===== src/kflv_pkg.sv =====
// ----------------------------------------------------------------------------
// kflv_pkg
// shared codes, fixed field widths and the command word passed from the
// front end through the queue to the back end of the keyframe interpolator
// ----------------------------------------------------------------------------
`default_nettype none

package kflv_pkg;

  // fixed field widths
  localparam int VAL_W      = 16;  // one vector component, signed fixed point
  localparam int AGE_W      = 16;  // age field
  localparam int IDX_W      = 4;   // frame_index field
  localparam int CNT_W      = 5;   // frame_count register
  localparam int ADDR_MAX_W = 8;   // table address, enough for 256 frames
  localparam int FRAC_MAX_W = 25;  // interpolation weight, up to 24 fraction bits plus one

  // item codes on the input side
  localparam logic OP_LOAD = 1'b0;
  localparam logic OP_EVAL = 1'b1;

  // command kinds after classification
  localparam int KIND_W = 2;
  localparam logic [KIND_W-1:0] KIND_LOAD = 2'd0;  // write one table slot
  localparam logic [KIND_W-1:0] KIND_PASS = 2'd1;  // empty table, scale passes through
  localparam logic [KIND_W-1:0] KIND_LERP = 2'd2;  // interpolate between two slots

  // command queue
  localparam int QUEUE_DEPTH = 4;
  localparam int QPTR_W      = 2;
  localparam int QCNT_W      = 3;

  // classified command; vx..vz carry the frame for a load, the scale otherwise
  typedef struct packed {
    logic [KIND_W-1:0]     kind;
    logic [ADDR_MAX_W-1:0] addr0;
    logic [ADDR_MAX_W-1:0] addr1;
    logic [FRAC_MAX_W-1:0] frac;
    logic [VAL_W-1:0]      vx;
    logic [VAL_W-1:0]      vy;
    logic [VAL_W-1:0]      vz;
    logic                  last;
  } cmd_t;

endpackage

`default_nettype wire


===== src/kflv_front.sv =====
// ----------------------------------------------------------------------------
// kflv_front
// classifies input items, scales the age by one less than the frame count and picks the
// pair of slots and the interpolation weight
// ----------------------------------------------------------------------------
`default_nettype none

module kflv_front #(
  parameter int MAX_FRAMES    = 16,
  parameter int AGE_FRAC_BITS = 16
) (
  input  wire logic                          in_valid,
  output logic                               in_ready,
  input  wire logic                          op,
  input  wire logic [kflv_pkg::IDX_W-1:0]    frame_index,
  input  wire logic [kflv_pkg::VAL_W-1:0]    frame_x,
  input  wire logic [kflv_pkg::VAL_W-1:0]    frame_y,
  input  wire logic [kflv_pkg::VAL_W-1:0]    frame_z,
  input  wire logic [kflv_pkg::AGE_W-1:0]    age,
  input  wire logic [kflv_pkg::VAL_W-1:0]    scale_x,
  input  wire logic [kflv_pkg::VAL_W-1:0]    scale_y,
  input  wire logic [kflv_pkg::VAL_W-1:0]    scale_z,
  input  wire logic                          last_in,
  input  wire logic [kflv_pkg::CNT_W-1:0]    frame_count,
  input  wire logic                          q_full,
  output logic                               push,
  output kflv_pkg::cmd_t                     cmd
);

  localparam int IW = $clog2(MAX_FRAMES);
  localparam int NW = $clog2(MAX_FRAMES + 1);
  localparam int PW = kflv_pkg::AGE_W + NW;
  localparam int XW = PW + AGE_FRAC_BITS;

  logic [NW-1:0] n;
  logic [PW-1:0] prod;
  logic [XW-1:0] prod_x;
  logic [XW-1:0] ci_raw;
  logic [XW-1:0] last_pair;
  logic [IW-1:0] ci;
  logic          slot_ok;

  always_comb begin
    n = (32'(frame_count) > 32'(MAX_FRAMES)) ? NW'(MAX_FRAMES) : NW'(frame_count);
    // age times (frames - 1): integer part picks the pair
    prod      = PW'(age) * PW'(n - NW'(1));
    prod_x    = XW'(prod);
    ci_raw    = prod_x >> AGE_FRAC_BITS;
    last_pair = XW'(n) - XW'(2);
    slot_ok   = 32'(frame_index) < 32'(MAX_FRAMES);

    cmd      = '0;
    cmd.last = last_in;
    cmd.vx   = scale_x;
    cmd.vy   = scale_y;
    cmd.vz   = scale_z;
    ci       = '0;

    if (op == kflv_pkg::OP_LOAD) begin
      cmd.kind  = kflv_pkg::KIND_LOAD;
      cmd.addr0 = kflv_pkg::ADDR_MAX_W'(frame_index);
      cmd.vx    = frame_x;
      cmd.vy    = frame_y;
      cmd.vz    = frame_z;
    end else if (n == '0) begin
      cmd.kind = kflv_pkg::KIND_PASS;
    end else begin
      cmd.kind = kflv_pkg::KIND_LERP;
      if (n == NW'(1)) begin
        // single frame: weight zero on slot 0 against itself
        ci        = '0;
        cmd.frac  = '0;
        cmd.addr0 = '0;
        cmd.addr1 = '0;
      end else begin
        if (ci_raw > last_pair) begin
          // age of one or more: last pair at full weight
          ci       = IW'(last_pair);
          cmd.frac = kflv_pkg::FRAC_MAX_W'({1'b1, {AGE_FRAC_BITS{1'b0}}});
        end else begin
          ci       = IW'(ci_raw);
          cmd.frac = kflv_pkg::FRAC_MAX_W'({1'b0, prod_x[AGE_FRAC_BITS-1:0]});
        end
        cmd.addr0 = kflv_pkg::ADDR_MAX_W'(ci);
        cmd.addr1 = kflv_pkg::ADDR_MAX_W'(IW'(ci + IW'(1)));
      end
    end
  end

  assign in_ready = !q_full;
  // loads outside the table are dropped here
  assign push     = in_valid && !q_full && ((op == kflv_pkg::OP_EVAL) || slot_ok);

endmodule

`default_nettype wire


===== config.mk =====
export PLATFORM = sky130hd
export DESIGN_NAME = kflv_front
export DESIGN_NICKNAME = d
export VERILOG_FILES = /design/src/kflv_pkg.sv /design/src/kflv_front.sv
export SDC_FILE = /design/constraint.sdc
export NUM_CORES = 1
export LEC_CHECK = 0
export ABC_AREA = 1
export BUFFER_PORTS_ARGS = -buffer_cell sky130_fd_sc_hd__buf_2
export CAP_MARGIN = 20
export CELL_PAD_IN_SITES_DETAIL_PLACEMENT = 1
export CELL_PAD_IN_SITES_GLOBAL_PLACEMENT = 1
export CORE_MARGIN = 2
export CORE_UTILIZATION = 32
export DETAILED_ROUTE_END_ITERATION = 12
export GPL_ROUTABILITY_DRIVEN = 0
export PLACE_DENSITY_LB_ADDON = 0.05
export SYNTH_ARGS = -nofsm -noshare
export SYNTH_HDL_FRONTEND = slang
export SYNTH_SLANG_ARGS = --single-unit
export TNS_END_PERCENT = 50

===== constraint.sdc =====
create_clock -name vclk -period 7.66
set_input_delay 0.383 -clock vclk [all_inputs]
set_output_delay 0.383 -clock vclk [all_outputs]
set_load 0.02 [all_outputs]

==> metrics.yaml <==
wl_per_cell_um: 14.2
crit_buf_inv: 10
port_buffers: 201
antenna_found_initial: 3
synth_compound_area_frac: 0.0352
finalSetupTns_ns: 0
die_w_um: 121
multi_input_area_sq_mm: 0.00381
clock_buffers: 0
worstPathRequired_ns: 7.28
critPathSlowestCell: "fa_1"
crit_path_end_kind: "output pin"
outcome: "finished, final reports clean"
via_count: 4922
dp_hpwl_mm: 13.9
regArea_sq_um: 0
synth_top_family_by_area: "adder cells"
max_freq_ghz: 0.138
grt_pass1_wl_mm: 25.4
synth_top_area_cell: "fa_1"
cp.arrival_ns: 6.86
cp_top_family: "adder cells"
num_io_pins: 219
period_share: 0.946
worstMarginPinSlew_ns: 0.821
dr.first_iter.drc_count: 122
critPathMaxFanout: 8
rsz0062_at_grt: "false"
ys_seq_area_frac: 0
worstSetupStartpointType: "input pin"
critical_path.max_stage_delay_ns: 0.56
rows: 42
grt_pass1_vias: 5389
start_util: 0.330
core_area_sq_mm: 0.0133
final_max_slew_viol_count: 0
cap_violations: 0
worst_slack_ns: 0.415
ys_types: 37
crit_top_cell: "inv_1"
drtAntennaViolNets: 0
cellLeakagePower_nw: 3.57
p_total_w: 0.00175
p_per_area_mw_per_mm2: 313
grt_overflow: 0
syn_avg_cell_area_sq_um: 6.25
area_growth_pct: 26.6
fillCellCount: 1876
synthMuxAreaShare: 0
yosys.area_share.simple: 0.366
path_class: "input pin to output pin"
via_per_inst: 4.58
synth_xor_area_frac: 0.0315
syn-cell-area_sq_mm: 0.00441
fin_nets: 1134
whs_ns: 0.766
synth_fa_ha_area_frac: 0.412
worstHoldPathType: "input pin to output pin"
wirelength_mm: 15.3
dieArea_sq_mm: 0.0147
place_ws_ns: 0.0906
synth_top_cell_area_share: 0.259
fin_crit_ns: 7.25
grt_max_degree: 54
yosysWarnings: 0
drc: 0
numSequentialCells: 0
maxSlewHeadroom: 0.452
synth_cells: 705
peakVddDrop_mv: 0.135
drive_gt1_frac: 0.285
setup_viol: 0
die_y_um: 121
synthTopCellsByArea: "fa_1, nand2_1, ha_1, inv_1, nor2_1"
track_usage: 0.210
dr.pass1.iters: 5
hold_violations: 0
==> cell usage in the layout, fill, tap and decap left out, types with 2 or more instances in the layout <==
master	count
buf_2	200
buf_4	10
nor2_2	17
nor2_1	87
inv_2	7
o21ai_0	3
and2_1	3
nand2_1	246
nor3_1	3
conb_1	16
nand4_1	3
xnor2_1	7
nand2_4	2
a21oi_1	16
nand2_2	11
diode_2	3
ha_1	53
a31oi_1	2
a22o_1	3
xor2_1	7
inv_1	114
nand3_1	16
fa_1	56
==> layout make-up <==
| type | count | area share |
|---|---|---|
| Multi-Input combinational cell | 563 | 0.683 |
| Inverter | 123 | 0.0835 |
| Tap cell | 176 | 0.0395 |
| Antenna cell | 3 | 0.00135 |
| Timing Repair Buffer | 210 | 0.193 |
==> what timing repair did <==
action	in CTS	in global routing
buffers inserted	0	2
resized for setup	0	11
setup endpoints to repair	0	18
hold buffers	0	0
==> cell usage after synthesis, types with 6 or more instances <==
cell	count
nand2_1	250
inv_1	116
nor2_1	88
fa_1	57
ha_1	54
buf_4	17
a21oi_1	16
nand3_1	16
nor2_2	16
clkbuf_1	11
nand2_2	8
xnor2_1	7
xor2_1	7
inv_2	6
==> logic make-up after synthesis <==
| group | count (synthesis) |
|---|---|
| simple gates | 394 |
| compound gates | 27 |
| fa+ha+maj | 111 |
| other cells | 1 |
| xor+xnor | 15 |
| buf+inv | 157 |
==> power by group <==
part              internal (W)  leakage (nW)        total (W)  switching, W
Clock          0.0000000000524     0.0000190  0.0000000000524             0
Sequential                   0             0                0             0
Combinational         0.000622          3.57          0.00175       0.00113
==> layer usage <==
layer,wire [um],track usage
met2,7440,0.367
met3,866,0.0329
met5,0,0
met1,6680,0.276
met4,312,0.0374
==> path summary, 6_finish.rpt <==
check      startpoint  slack [ns]  endpoint  depth (start not counted)
max    frame_count[2]        0.41   cmd[75]                         40
min           last_in        0.77    cmd[0]                          0
==> per-stage QoR <==
step           cell area, sq um  utilization  std cells
6_report                   5580        0.418       1075
5_1_grt                    5580        0.418       1075
4_1_cts                    5520        0.414       1070
3_5_place_dp               5520        0.414       1070
3_3_place_gp               5520        0.414       1070
2_1_floorplan              4460            -        720
(Power assumes the default switching activity.)
