## config.mk

```make
export PLATFORM = sky130hd
export DESIGN_NAME = kflv_queue
export DESIGN_NICKNAME = d
export VERILOG_FILES = /design/src/kflv_pkg.sv /design/src/kflv_queue.sv
export SDC_FILE = /design/constraint.sdc
export NUM_CORES = 1
export LEC_CHECK = 0
export BUFFER_PORTS_ARGS = -buffer_cell sky130_fd_sc_hd__buf_2
export CAP_MARGIN = 20
export CORE_MARGIN = 3
export CORE_UTILIZATION = 40
export DETAILED_ROUTE_END_ITERATION = 7
export PLACE_DENSITY = 0.67
export SLEW_MARGIN = 20
export SYNTH_ARGS = -nofsm -noshare
export SYNTH_HDL_FRONTEND = slang
export SYNTH_SLANG_ARGS = --single-unit
export TNS_END_PERCENT = 1
```

## constraint.sdc

```tcl
create_clock -name clk -period 5.6 [get_ports clk]
set_input_delay 1.12 -clock clk [delete_from_list [all_inputs] [get_ports clk]]
set_output_delay 1.12 -clock clk [all_outputs]
set_load 0.05 [all_outputs]
```

## src/kflv_pkg.sv

```systemverilog
// ----------------------------------------------------------------------------
// kflv_pkg
// shared codes, fixed field widths and the command word passed from the
// front end through the queue to the back end of the keyframe interpolator
// ----------------------------------------------------------------------------
`default_nettype none

package kflv_pkg;

  // fixed field widths
  localparam int VAL_W      = 16;  // one vector component, signed fixed point
  localparam int AGE_W      = 16;  // age field
  localparam int IDX_W      = 4;   // frame_index field
  localparam int CNT_W      = 5;   // frame_count register
  localparam int ADDR_MAX_W = 8;   // table address, enough for 256 frames
  localparam int FRAC_MAX_W = 25;  // interpolation weight, up to 24 fraction bits plus one

  // item codes on the input side
  localparam logic OP_LOAD = 1'b0;
  localparam logic OP_EVAL = 1'b1;

  // command kinds after classification
  localparam int KIND_W = 2;
  localparam logic [KIND_W-1:0] KIND_LOAD = 2'd0;  // write one table slot
  localparam logic [KIND_W-1:0] KIND_PASS = 2'd1;  // empty table, scale passes through
  localparam logic [KIND_W-1:0] KIND_LERP = 2'd2;  // interpolate between two slots

  // command queue
  localparam int QUEUE_DEPTH = 4;
  localparam int QPTR_W      = 2;
  localparam int QCNT_W      = 3;

  // classified command; vx..vz carry the frame for a load, the scale otherwise
  typedef struct packed {
    logic [KIND_W-1:0]     kind;
    logic [ADDR_MAX_W-1:0] addr0;
    logic [ADDR_MAX_W-1:0] addr1;
    logic [FRAC_MAX_W-1:0] frac;
    logic [VAL_W-1:0]      vx;
    logic [VAL_W-1:0]      vy;
    logic [VAL_W-1:0]      vz;
    logic                  last;
  } cmd_t;

endpackage

`default_nettype wire

```

## src/kflv_queue.sv

```systemverilog
// ----------------------------------------------------------------------------
// kflv_queue
// short command queue between the front end and the back end
// ----------------------------------------------------------------------------
`default_nettype none

module kflv_queue (
  input  wire logic           clk,
  input  wire logic           rst,
  input  wire logic           push,
  input  wire kflv_pkg::cmd_t cmd_in,
  output logic                full,
  input  wire logic           pop,
  output logic                valid,
  output kflv_pkg::cmd_t      cmd_out
);

  kflv_pkg::cmd_t                    slots [kflv_pkg::QUEUE_DEPTH];
  logic [kflv_pkg::QPTR_W-1:0]       wr_ptr;
  logic [kflv_pkg::QPTR_W-1:0]       rd_ptr;
  logic [kflv_pkg::QCNT_W-1:0]       count;

  always_ff @(posedge clk) begin
    if (push) begin
      slots[wr_ptr] <= cmd_in;
    end
  end

  always_ff @(posedge clk) begin
    if (rst) begin
      wr_ptr <= '0;
      rd_ptr <= '0;
      count  <= '0;
    end else begin
      if (push) begin
        wr_ptr <= wr_ptr + kflv_pkg::QPTR_W'(1);
      end
      if (pop) begin
        rd_ptr <= rd_ptr + kflv_pkg::QPTR_W'(1);
      end
      if (push && !pop) begin
        count <= count + kflv_pkg::QCNT_W'(1);
      end else if (pop && !push) begin
        count <= count - kflv_pkg::QCNT_W'(1);
      end
    end
  end

  assign full    = (count == kflv_pkg::QCNT_W'(kflv_pkg::QUEUE_DEPTH));
  assign valid   = (count != '0);
  assign cmd_out = slots[rd_ptr];

`ifndef SYNTH
  a_no_overflow: assert property (@(posedge clk) disable iff (rst) push |-> !full)
    else $error("queue push while full");
  a_no_underflow: assert property (@(posedge clk) disable iff (rst) pop |-> valid)
    else $error("queue pop while empty");
  a_count_up: assert property (@(posedge clk) disable iff (rst)
    (push && !pop) |=> (count == $past(count) + kflv_pkg::QCNT_W'(1)))
    else $error("queue count missed a push");
  a_ptr_gap: assert property (@(posedge clk) disable iff (rst)
    (wr_ptr - rd_ptr) == kflv_pkg::QPTR_W'(count))
    else $error("queue pointers disagree with count");
`endif

endmodule

`default_nettype wire

```

==> impl_metrics.json, run 1 <==
{
  "final_hold_viol_count": 0,
  "syn_inst": 524,
  "numCtsBuffers": 40,
  "fin_crit_sh_pct": 62.1,
  "slew_violations": 0,
  "cts_buffer_depth": 3,
  "synth_seq_area_share_pct": 81.9,
  "io_buffers": 189,
  "path_max_fanout": 27,
  "drt-total-wl_um": 25800,
  "gr-usage-all-layers_pct": 14.2,
  "vias_per_cell": 4.98,
  "grt_pass1_vias": 6653,
  "avgSynthCellArea_um2": 26.2,
  "synth_edf_count": 368,
  "fp.dieH_um": 191,
  "fin_crit_ps": 3480,
  "post_cts_buffers": 0,
  "crit_chain": "buf_4 -> mux4_2 -> buf_2",
  "start_util_pct": 40.8,
  "stdcell_area_mm2": 0.0164,
  "antenna_found_initial": 5,
  "drv_cap": 0,
  "place_area_mm2": 0.0152,
  "cpPeakStageDelay_ps": 580,
  "layout.nets": 847,
  "finalSetupViolCount": 0,
  "ios": 190,
  "cts_tree": "built",
  "grt_pass1_wl_um": 39400,
  "ant_nets": 0,
  "p_leak_nw": 5.47,
  "die_x_um": 191,
  "rsz0062_at_grt": "false",
  "routedWlPerCell_um": 21.0,
  "critPathCaptureType": "output port",
  "drt-pass1-iter-count": 4,
  "tns_ps": 0,
  "fill_cells": 2760,
  "ctsHoldBuffers": 0,
  "required_ps": 4480,
  "critPathKind": "flop to output port",
  "cts_root_buf": "clkbuf_16",
  "slew_headroom_pct": 56.0,
  "async_reset_ff_share_pct": 0,
  "tightest_slew_ps": 659,
  "grt_max_degree": 57,
  "fmax_ghz": 0.287,
  "drc": 0,
  "setup_slack_ps": 2120,
  "syn_area_mm2": 0.0137,
  "clkSinkCount": 377,
  "syn-num-nets": 626,
  "yosys-top-cells-count": "edfxtp_1, mux4_2, buf_2, buf_6, dfxtp_1",
  "synth.distinct_cells": 19,
  "slowest_stage": "mux4_2",
  "synth_top_area_cell": "edfxtp_1",
  "ys_warn_count": 0,
  "post-synth-top-count-cell": "edfxtp_1",
  "syn_to_final_growth_pct": 19.4,
  "routed-via-count": 6102,
  "hold_class": "flop to flop",
  "synth_area_leaders": "edfxtp_1, mux4_2, dfxtp_1",
  "place.gp.congestion": 0.671,
  "synth-main-ff-cell": "edfxtp_1",
  "finClkSkew_ps": 23.4,
  "crit_path_start_kind": "flop",
  "dp_slack_ps": 2570,
  "grt-ovfl-total": 0,
  "max-vdd-ir-drop_mv": 0.252,
  "drt_iter0_drc": 396,
  "hpwl_um": 15300,
  "drive_gt1_share_pct": 44.8,
  "h-tree-depth": 2,
  "synth-seq-cells": 377,
  "dieArea_mm2": 0.0365,
  "netlist.area_leader.share_pct": 80.6,
  "rows": 67,
  "power_density_mw_per_mm2": 400,
  "insertion_delay_ps": 530,
  "status": "finished, final reports clean",
  "clkTransAtPathRegs_ps": 50,
  "arrival_ps": 2360,
  "cts_resized": 0,
  "core_area_mm2": 0.0336
}
[worst max-delay path: cells and delay by family, from the launching register on]
family / cells / cell delay [ps]
buffers and inverters: 2 / 740
flip-flops: 1 / 480
multiplexers: 1 / 580
[cell type report]
class / count / area (um2) / share of cell area (%)
repair buffers: 200 / 1050 / 6.44
well taps: 448 / 561 / 3.43
inverters: 4 / 15.0 / 0.0918
diodes: 1 / 2.50 / 0.0153
flip-flops and latches: 377 / 11200 / 68.7
clock inverters: 17 / 91.3 / 0.558
clock buffers: 57 / 1090 / 6.64
multi-input cells: 122 / 2310 / 14.1
[per-stage QoR]
stage | util (%) | hold WS (ps) | power (mW) | instances
global placement | 45.2 | 484 | 4.25 | 1151
finish | 48.7 | 516 | 6.54 | 1226
CTS | 48.7 | 516 | 6.65 | 1225
floorplan | - | 461 | 4.02 | 524
global route | 48.7 | 585 | 6.81 | 1226
detailed placement | 45.2 | 504 | 4.26 | 1151
[flip-flops by register name (all words and copies together), names as in the netlist, named ones only]
name    count
slots     368
count       3
rd_ptr      2
wr_ptr      2
[logic make-up after synthesis]
| kind of cell | after synthesis | share of synthesized area, % |
|---|---|---|
| flip-flops | 377 | 81.9 |
| multiplexers | 94 | 15.3 |
| buffers and inverters | 25 | 1.26 |
| AND/OR/NAND/NOR | 15 | 0.548 |
| adder cells (fa/ha/maj) | 6 | 0.602 |
| XOR/XNOR | 5 | 0.320 |
| AO/OA/AOI/OAI | 2 | 0.0730 |
[worst paths after layout]
kind | startpoint | endpoint | slack [ps] | cells past startpoint
worst max-delay path | flop | cmd_out[87] | 2120 | 3
worst min-delay path | count[2] | count[2] | 520 | 2
worst max register to register | wr_ptr[0] | slots[0][45] | 3570 | 4
worst min register to register | count[2] | count[2] | 520 | 2
[layer usage]
layer	GRT usage [%]	wire, um	up-vias
li1	-	-	2696
met1	19.3	10900	3179
met2	22.7	12500	171
met3	4.02	1710	48
met4	4.01	573	8
met5	0	61	-
[cell usage in the layout, fill, tap and decap left out, types with 2 or more instances in the layout]
cell        netlist  layout
mux2i_1           2       2
mux4_2           92      92
edfxtp_1        368     368
xnor2_1           2       2
ha_1              5       5
inv_1             4       4
and2_4            0       4
clkinv_1          0       8
inv_6             0       2
nor2_1            7       7
dfxtp_4           0       2
xor2_1            3       3
clkinvlp_4        0       2
buf_4             0       9
clkbuf_1          3      16
buf_12            0       2
clkbuf_16         0      41
dfxtp_1           9       7
or3_1             2       2
buf_2             9     189
clkinv_2          0       4
[where the power goes]
group          internal [mW]  switching (mW)
combinational          0.267           0.629
sequential              3.24          0.0449
clock                   1.35            1.00
(Power assumes the default switching activity.)
==> run 2, diff against run 1 <==
Clock period 5.6 ns to 3.5 ns, I/O delays scaled along.
==> run 2 against run 1 <==
Clock skew down 14 ps. Sequential cell count unchanged. Non-clock buffer count up 5. Global-route usage up 0.16 points. Sequential power up 60%. Total power up 65%. First-iteration DRC count down 32%. Clock-buffer cell count down 6. Sequential share of layout area down 0.94 points. Clock power up 73%. Critical path type unchanged. Largest cell class unchanged.
==> impl_metrics.json, run 2 (same netlist as run 1, synthesis figures left out) <==
{
  "fin_crit_sh_pct": 84.6,
  "tightest_slew_ps": 642,
  "place.gp.congestion": 0.694,
  "slew_headroom_pct": 57.2,
  "h-tree-depth": 2,
  "grt_pass1_vias": 6642,
  "required_ps": 2800,
  "fin_crit_ps": 2960,
  "numCtsBuffers": 40,
  "insertion_delay_ps": 520,
  "diodes": 0,
  "start_util_pct": 40.8,
  "ios": 190,
  "p_leak_nw": 5.58,
  "drc": 0,
  "final_hold_viol_count": 0,
  "path_max_fanout": 30,
  "layout_common_cells": "edfxtp_1, buf_2, mux4_2, clkbuf_16, buf_12",
  "hold_class": "input port to flop",
  "fp.dieH_um": 191,
  "drt-total-wl_um": 26000,
  "arrival_ps": 2260,
  "tns_ps": 0,
  "final_common_cell": "edfxtp_1",
  "power_density_mw_per_mm2": 651,
  "drive_gt1_share_pct": 46.1,
  "clkSinkCount": 377,
  "routed-via-count": 6130,
  "multi_input_area_mm2": 0.00231,
  "io_buffers": 189,
  "finClkSkew_ps": 9.10,
  "cts_resized": 0,
  "total_power_mw": 10.8,
  "vias_per_cell": 5.01,
  "largest_reg_flops": 368,
  "drt-pass1-iter-count": 4,
  "grt-ovfl-total": 0,
  "cts_tree": "built",
  "slew_violations": 0,
  "crit_path_start_kind": "flop",
  "clkTransAtPathRegs_ps": 60,
  "grt_pass1_wl_um": 39500,
  "max-vdd-ir-drop_mv": 0.488,
  "core_area_mm2": 0.0336,
  "largest_register": "slots",
  "status": "finished, final reports clean",
  "drv_cap": 0,
  "cts_buffer_depth": 3,
  "top_regs": "slots (368), count (3)",
  "ant_nets": 0,
  "fill_cells": 2719,
  "cts_root_buf": "clkbuf_16",
  "routedWlPerCell_um": 21.2,
  "dieArea_mm2": 0.0365,
  "fmax_ghz": 0.338,
  "rsz0062_at_grt": "false",
  "critPathCaptureType": "output port",
  "finalSetupViolCount": 0,
  "area.sequential_mm2": 0.0112,
  "drt_iter0_drc": 271,
  "layout.nets": 852,
  "rows": 67,
  "hpwl_um": 15600,
  "syn_to_final_growth_pct": 21.0,
  "die_x_um": 191,
  "antenna_found_initial": 2,
  "post_cts_buffers": 0,
  "critPathKind": "flop to output port",
  "grt_max_degree": 50,
  "gr-usage-all-layers_pct": 14.4,
  "ctsHoldBuffers": 0
}
==> run 2: metrics by stage <==
| step | setup slack (ps) | hold WS, ps | std cells | cell area (um2) | util [%] |
|---|---|---|---|---|---|
| finish | 540 | 390 | 1223 | 16600 | 49.3 |
| global route | 397 | 370 | 1223 | 16600 | 49.3 |
| CTS | 452 | 352 | 1223 | 16600 | 49.3 |
| detailed placement | 1030 | 495 | 1156 | 15300 | 45.6 |
| global placement | 1040 | 477 | 1156 | 15300 | 45.6 |
| floorplan | 209 | 461 | 524 | 13700 | - |
==> run 2: worst paths after layout <==
| kind | start | end | slack (ps) | depth (start not counted) |
|---|---|---|---|---|
| min | cmd_in[19] | slots[2][19] | 390 | 1 |
| min reg2reg | count[2] | count[2] | 500 | 2 |
| max reg2reg | wr_ptr[0] | slots[0][45] | 1640 | 4 |
| max | flop | cmd_out[78] | 540 | 3 |
==> run 2: layout make-up <==
| type | instances | share of cell area, % |
|---|---|---|
| Sequential cell | 377 | 67.7 |
| Multi-Input combinational cell | 122 | 13.9 |
| Timing Repair Buffer | 205 | 7.18 |
| Clock buffer | 51 | 6.59 |
| Tap cell | 448 | 3.38 |
| Clock inverter | 16 | 1.06 |
| Inverter | 4 | 0.0905 |
==> run 2: per-layer routing <==
layer	share of wire, %	GRT usage (%)
met5	0.12	0
met4	2.5	4.66
met3	6.5	4.07
met2	49	23.4
met1	42	18.8
==> run 2: worst max-delay path: stages, from the launching register on <==
cell     delay [ps]
dfxtp_4         610
buf_12          310
mux4_2          550
buf_2           230
==> run 2: power by group <==
group          leakage (nW)  internal (mW)  total [mW]  switching (mW)
registers              3.46           5.19        5.26          0.0702
logic                  1.50          0.448        1.46            1.02
clock network         0.625           2.49        4.09            1.60
